==> config.mk <==
export PLATFORM = sky130hd
export DESIGN_NAME = one_shot_timer_bank
export DESIGN_NICKNAME = d
export VERILOG_FILES = /design/src/design/ostb_pkg.sv /design/src/design/ostb_cell.sv /design/src/design/one_shot_timer_bank.sv
export SDC_FILE = /design/constraint.sdc
export NUM_CORES = 1
export LEC_CHECK = 0
export CAP_MARGIN = 30
export CORE_ASPECT_RATIO = 0.75
export CORE_UTILIZATION = 69
export DETAILED_ROUTE_END_ITERATION = 16
export DONT_BUFFER_PORTS = 1
export PLACE_DENSITY = 0.85
export SYNTH_ARGS = -nofsm -noshare
export SYNTH_HDL_FRONTEND = slang
export SYNTH_SLANG_ARGS = --single-unit
export TNS_END_PERCENT = 1
==> constraint.sdc <==
create_clock -name clk_i -period 5.6 [get_ports clk_i]
set_input_delay 1.12 -clock clk_i [delete_from_list [all_inputs] [get_ports clk_i]]
set_output_delay 1.12 -clock clk_i [all_outputs]
set_load 0.05 [all_outputs]
==> src/design/ostb_pkg.sv <==
// shared types and constants for the one-shot timer bank
`default_nettype none

package ostb_pkg;

  localparam int CmdW   = 3;
  localparam int SlotW  = 3;
  localparam int CountW = 17;
  localparam int FiredW = 5;
  // fired_mask, alloc_ok, alloc_slot packed and filled up to whole bytes
  localparam int OutFieldW = FiredW + 1 + SlotW;
  localparam int OutDataW  = ((OutFieldW + 7) / 8) * 8;

  typedef enum logic [CmdW-1:0] {
    CmdTick    = 3'd0,
    CmdAlloc   = 3'd1,
    CmdRelease = 3'd2,
    CmdStart   = 3'd3,
    CmdStop    = 3'd4
  } cmd_e;

  // item as it walks down the row of slot cells
  typedef struct packed {
    logic              valid;
    cmd_e              cmd;
    logic [SlotW-1:0]  slot_id;
    logic [CountW-1:0] load;
    logic              handler;
    logic              alloc_done;
    logic [SlotW-1:0]  alloc_slot;
    logic [FiredW-1:0] fired;
  } tok_t;

endpackage

`default_nettype wire

==> src/design/ostb_cell.sv <==
// one timer slot: holds its state and passes the item on to the next slot
`default_nettype none

module ostb_cell
  import ostb_pkg::*;
#(
  parameter int IDX = 0
) (
  input  wire  clk_i,
  input  wire  rst_ni,
  input  tok_t tok_i,
  input  wire  take_i,
  output tok_t tok_o,
  output logic busy_o
);

  tok_t              tok_q, tok_d;
  logic              valid_q, valid_d;
  logic              armed_q, armed_d;
  logic              handler_q, handler_d;
  logic [CountW-1:0] count_q, count_d;
  logic              mine;
  logic              fire;

  assign mine   = (32'(tok_q.slot_id) == IDX) && valid_q;
  assign fire   = tok_q.valid && take_i;
  assign busy_o = tok_q.valid;

  always_comb begin
    tok_o     = tok_q;
    valid_d   = valid_q;
    armed_d   = armed_q;
    handler_d = handler_q;
    count_d   = count_q;
    case (tok_q.cmd)
      CmdTick: begin
        if (valid_q) begin
          if (count_q != '0) begin
            count_d = count_q - CountW'(1);
          end else if (armed_q && handler_q) begin
            armed_d     = 1'b0;
            tok_o.fired = tok_q.fired | (FiredW'(1) << IDX);
          end
        end
      end
      CmdAlloc: begin
        // lowest free slot wins, later slots see alloc_done
        if (!tok_q.alloc_done && !valid_q) begin
          valid_d          = 1'b1;
          armed_d          = 1'b0;
          count_d          = '0;
          handler_d        = tok_q.handler;
          tok_o.alloc_done = 1'b1;
          tok_o.alloc_slot = SlotW'(IDX);
        end
      end
      CmdRelease: begin
        if (mine) begin
          valid_d   = 1'b0;
          armed_d   = 1'b0;
          handler_d = 1'b0;
          count_d   = '0;
        end
      end
      CmdStart: begin
        if (mine) begin
          count_d = tok_q.load;
          armed_d = 1'b1;
        end
      end
      CmdStop: begin
        if (mine) begin
          armed_d = 1'b0;
        end
      end
      default: ;
    endcase
  end

  always_comb begin
    tok_d = tok_q;
    if (tok_i.valid) begin
      tok_d = tok_i;
    end else if (fire) begin
      tok_d.valid = 1'b0;
    end
  end

  always_ff @(posedge clk_i or negedge rst_ni) begin
    if (!rst_ni) begin
      tok_q     <= '0;
      valid_q   <= 1'b0;
      armed_q   <= 1'b0;
      handler_q <= 1'b0;
      count_q   <= '0;
    end else begin
      tok_q <= tok_d;
      if (fire) begin
        valid_q   <= valid_d;
        armed_q   <= armed_d;
        handler_q <= handler_d;
        count_q   <= count_d;
      end
    end
  end

endmodule

`default_nettype wire

==> src/design/one_shot_timer_bank.sv <==
// top level of the one-shot timer bank
`default_nettype none

// Pool of NUM_TIMERS one-shot countdown timers, one per cell in a row. Each
// command item (tick, allocate, release, start, stop) enters the first cell
// and moves one cell per clock until it reaches the last cell; every cell
// updates its own slot as the item passes, and the last cell hands the result
// to the output register. One item is in the row at a time; the next is
// taken as soon as the row is empty, even while the previous result still
// waits on the output, so a new item is never taken before the last one has
// left the row. While the output register holds a result that is not yet
// taken, an item that reaches the last cell waits there. Every item yields
// one result.
module one_shot_timer_bank
  import ostb_pkg::*;
#(
  parameter int NUM_TIMERS    = 5,
  parameter int SECONDS_WIDTH = 16
) (
  input  wire                 clk_i,
  input  wire                 rst_ni,
  input  wire                 s_axis_tvalid,
  output logic                s_axis_tready,
  // slot_id[2:0], seconds, handler_present, zero fill
  input  wire  [((SECONDS_WIDTH+SlotW+1+7)/8)*8-1:0] s_axis_tdata,
  // command
  input  wire  [CmdW-1:0]     s_axis_tuser,
  output logic                m_axis_tvalid,
  input  wire                 m_axis_tready,
  // fired_mask[4:0], alloc_ok[5], alloc_slot[8:6], zero fill
  output logic [OutDataW-1:0] m_axis_tdata
);

  localparam int HandlerPos = SlotW + SECONDS_WIDTH;

  tok_t                    tok_in;
  tok_t                    chain [NUM_TIMERS+1];
  logic [NUM_TIMERS-1:0]   busy;
  logic                    out_free;
  logic                    m_valid_q, m_valid_d;
  logic [OutDataW-1:0]     m_data_q, m_data_d;
  logic [SECONDS_WIDTH-1:0] seconds;
  tok_t                    last;

  assign seconds       = s_axis_tdata[SlotW +: SECONDS_WIDTH];
  assign s_axis_tready = ~|busy;
  assign out_free      = !m_valid_q || m_axis_tready;

  always_comb begin
    tok_in            = '0;
    tok_in.valid      = s_axis_tvalid && s_axis_tready;
    tok_in.cmd        = cmd_e'(s_axis_tuser);
    tok_in.slot_id    = s_axis_tdata[SlotW-1:0];
    tok_in.load       = CountW'({seconds, 1'b0});
    tok_in.handler    = s_axis_tdata[HandlerPos];
  end

  assign chain[0] = tok_in;

  for (genvar i = 0; i < NUM_TIMERS; i++) begin : g_cell
    ostb_cell #(
      .IDX(i)
    ) u_cell (
      .clk_i (clk_i),
      .rst_ni(rst_ni),
      .tok_i (chain[i]),
      .take_i((i == NUM_TIMERS - 1) ? out_free : 1'b1),
      .tok_o (chain[i+1]),
      .busy_o(busy[i])
    );
  end

  assign last = chain[NUM_TIMERS];

  always_comb begin
    m_valid_d = m_valid_q;
    m_data_d  = m_data_q;
    if (m_valid_q && m_axis_tready) begin
      m_valid_d = 1'b0;
    end
    if (last.valid && out_free) begin
      m_valid_d = 1'b1;
      m_data_d  = OutDataW'({last.alloc_slot, last.alloc_done, last.fired});
    end
  end

  always_ff @(posedge clk_i or negedge rst_ni) begin
    if (!rst_ni) begin
      m_valid_q <= 1'b0;
      m_data_q  <= '0;
    end else begin
      m_valid_q <= m_valid_d;
      m_data_q  <= m_data_d;
    end
  end

  assign m_axis_tvalid = m_valid_q;
  assign m_axis_tdata  = m_data_q;

endmodule

`default_nettype wire
==> results.ini <==
[outcome]
status=completed

[global_route]
met1_usage_pct=46.2
antenna_found_initial=0
met2_usage_pct=43.1
first_global_vias=8746
grt_pass1_wl_mm=44.9
grt_max_degree=250
top_usage_layer=met1
track_usage_pct=30.0
gr-usage-met3_pct=6.70
overflow=0

[placed_design]
dpl.cell_count=1353
place_congestion=0.920
portBuffers=0
dp_hpwl_mm=18.0

[sta]
slew-limit-headroom_pct=27.0
period_needed_ps=3530
hold_viol=0
finalCritPeriodShare_pct=63.0
setup_viol=0
setup-tns-final_ps=0
drv_slew=0
rsz0062_at_grt=no
tightestPinTransition_ps=1090
skew_ps=15.7
max_freq_mhz=284

[die]
dieArea_um2=18400
core_um2=17100
ios=49
die_w_um=156
num_rows=41
initial_core_util_pct=71.9
dieHeight_um=118

[setup_path]
path_max_fanout=32
arrival_ps=2410
cp-start-kind=flop
worstPathRequired_ps=4480
path_class=reg2out
cp-end-kind=output pin

[clocking]
h-tree-depth=1
postCtsSetupBuffers=0
clock_path_buffers=3
cts_buffers=24
clkLatencyLatePin_ps=520
cts-resized-gates=0
clk_pin_slew_worst_paths_ps=70
cts.sinks=249
hold_buffers=0
clockRootBuffer=clkbuf_16
cts_tree=done

[layout]
drive_gt1_share_pct=18.6
seq_area_um2=6230
syn_to_final_growth_pct=7.30
fillers=1074
finalNonFillerCells=1394
multiInputGateArea_um2=5640
n_antenna_cell=0
fin_nets=1179

[synth]
yosys_register_bits=249
synth_enable_flop_cells=0
synth_cell_type_count=75
synth_area_leader_cell=dfrtp_1
synth_cells=1174
syn-cell-area_um2=12300
synth-main-ff-cell=dfrtp_1
syn_avg_cell_area_um2=10.5
synth_warnings=0
ys_seq_area_share_pct=50.6
synth_area_leaders=dfrtp_1, mux2_2, o21ai_0
synth_top_area_share_pct=50.6
ys_async_sr_fraction_pct=100

[drt]
via_per_inst=6.76
vias=9418
ant_nets=0
wl_per_cell_um=19.5
dr.pass1.iters=5
totalWireLength_mm=27.2
drtIter0Drc=1146
drc_errors=0

[hold_path]
hp-class=in2async

[power_and_ir_drop]
p_leak_nw=5.50
total_power_mw=8.60
peakVddDrop_mv=0.363
cellPowerDensity_nw_per_um2=650

[job]
drv_cap=0

## through the flow
step                      utilization, %  cell area (µm²)  hold slack [ps]  setup WS [ps]
final                               77.2            13200              290           2070
after global routing                77.2            13200              276           1970
after CTS                           77.2            13200              283           2070
after floorplan                        -            12300              352           2830
after detailed placement            72.4            12400              457           2350
after global placement              72.0            12300              449           2240
## worst paths after layout
kind | from | slack, ps | endpoint | cells past startpoint
worst max register to register | g_cell[1].u_cell.count_q[5] | 2310 | g_cell[1].u_cell.count_q[3] | 5
worst max-delay path | g_cell[0].u_cell.busy_o | 2070 | s_axis_tready | 3
max in group asynchronous | rst_ni | 4960 | g_cell[2].u_cell.tok_o[12] | 0
worst min-delay path | rst_ni | 290 | g_cell[0].u_cell.count_q[16] | 0
worst min register to register | g_cell[2].u_cell.count_q[5] | 490 | g_cell[2].u_cell.count_q[5] | 1
min in group clk_i | g_cell[2].u_cell.count_q[5] | 490 | g_cell[2].u_cell.count_q[5] | 1
## where the power goes
group / total (mW) / internal (mW) / switching (mW) / leakage, nW
Sequential: 3.46 / 2.58 / 0.880 / 3.12
Combinational: 3.45 / 1.51 / 1.94 / 1.98
Clock: 1.68 / 0.998 / 0.683 / 0.409
## metal layers
metal	wire (µm)	up-vias
li1	-	4272
met1	12200	4612
met2	12000	485
met3	2620	49
met4	463	0
met5	0	-
## registers in the layout (all words and copies together) (netlist names)
name	count
m_axis_tdata	9
g_cell.u_cell.tok_o	115
g_cell.u_cell.count_q	85
g_cell.u_cell.valid_q	5
g_cell.u_cell.busy_o	5
g_cell.u_cell.tok_q	19
m_axis_tvalid	1
g_cell.u_cell.armed_q	5
g_cell.u_cell.handler_q	5
## critical path, stage by stage, from the launching register on
cell,delay (ps)
dfrtp_1,360
buf_4,250
or4_1,550
nor2_1,720
## cells by family after synthesis
family,count (synthesis),share of synthesized area (%)
flip-flops,249,50.6
other,1,0.0304
AO/OA/AOI/OAI,333,17.8
adder cells (fa/ha/maj),6,0.589
multiplexers,130,11.8
buffers and inverters,104,3.87
XOR/XNOR,1,0.0711
AND/OR/NAND/NOR,350,15.3
## placed cells by master (no fill, tap or decap), drive strengths merged, types with 3 or more instances in the layout
master   count
dfrtp      249
mux2       121
o21ai      112
nor2        94
a21oi       84
nand2       64
nor3        45
clkbuf      35
o2bb2ai     31
nand3       27
inv         26
a22oi       24
nor4        24
o31ai       20
buf         15
or4         13
or3         13
a32oi       12
nor2b       10
o211ai       9
mux2i        9
nand2b       8
a31oi        8
nor3b        8
and3         7
conb         7
a21o         6
and3b        5
nand4        5
o41ai        5
ha           5
or2          5
or3b         4
o21bai       4
nor4b        4
clkinv       4
nand4b       4
a211oi       3
## area by class of cell
class                      count  area share (%)
timing repair buffer          15            1.03
inverter                      26           0.738
multi-input combinational    827            42.6
sequential                   249            47.1
clock buffer                  35            5.55
clock inverter                 6           0.691
tap                          236            2.23
## cell usage after synthesis (3+ instances only)
library cell	count
a211oi_1	3
a21o_1	6
a21oi_1	84
a22oi_1	24
a31oi_1	8
a32oi_1	12
and3_1	7
and3b_1	5
buf_1	10
buf_2	11
buf_4	8
buf_6	4
clkbuf_1	43
dfrtp_1	249
ha_1	5
inv_1	26
mux2_2	121
mux2i_1	9
nand2_1	62
nand2b_1	8
nand3_1	27
nand4_1	5
nor2_1	94
nor2b_1	10
nor3_1	44
nor3b_1	7
nor4_1	21
nor4b_1	4
o211ai_1	9
o21ai_0	101
o21ai_2	10
o21bai_1	4
o2bb2ai_1	21
o2bb2ai_2	10
o31ai_1	20
o41ai_1	5
or2_2	3
or3_1	11
or3b_2	4
or4_1	13
Power figures use the tool's default switching activity.
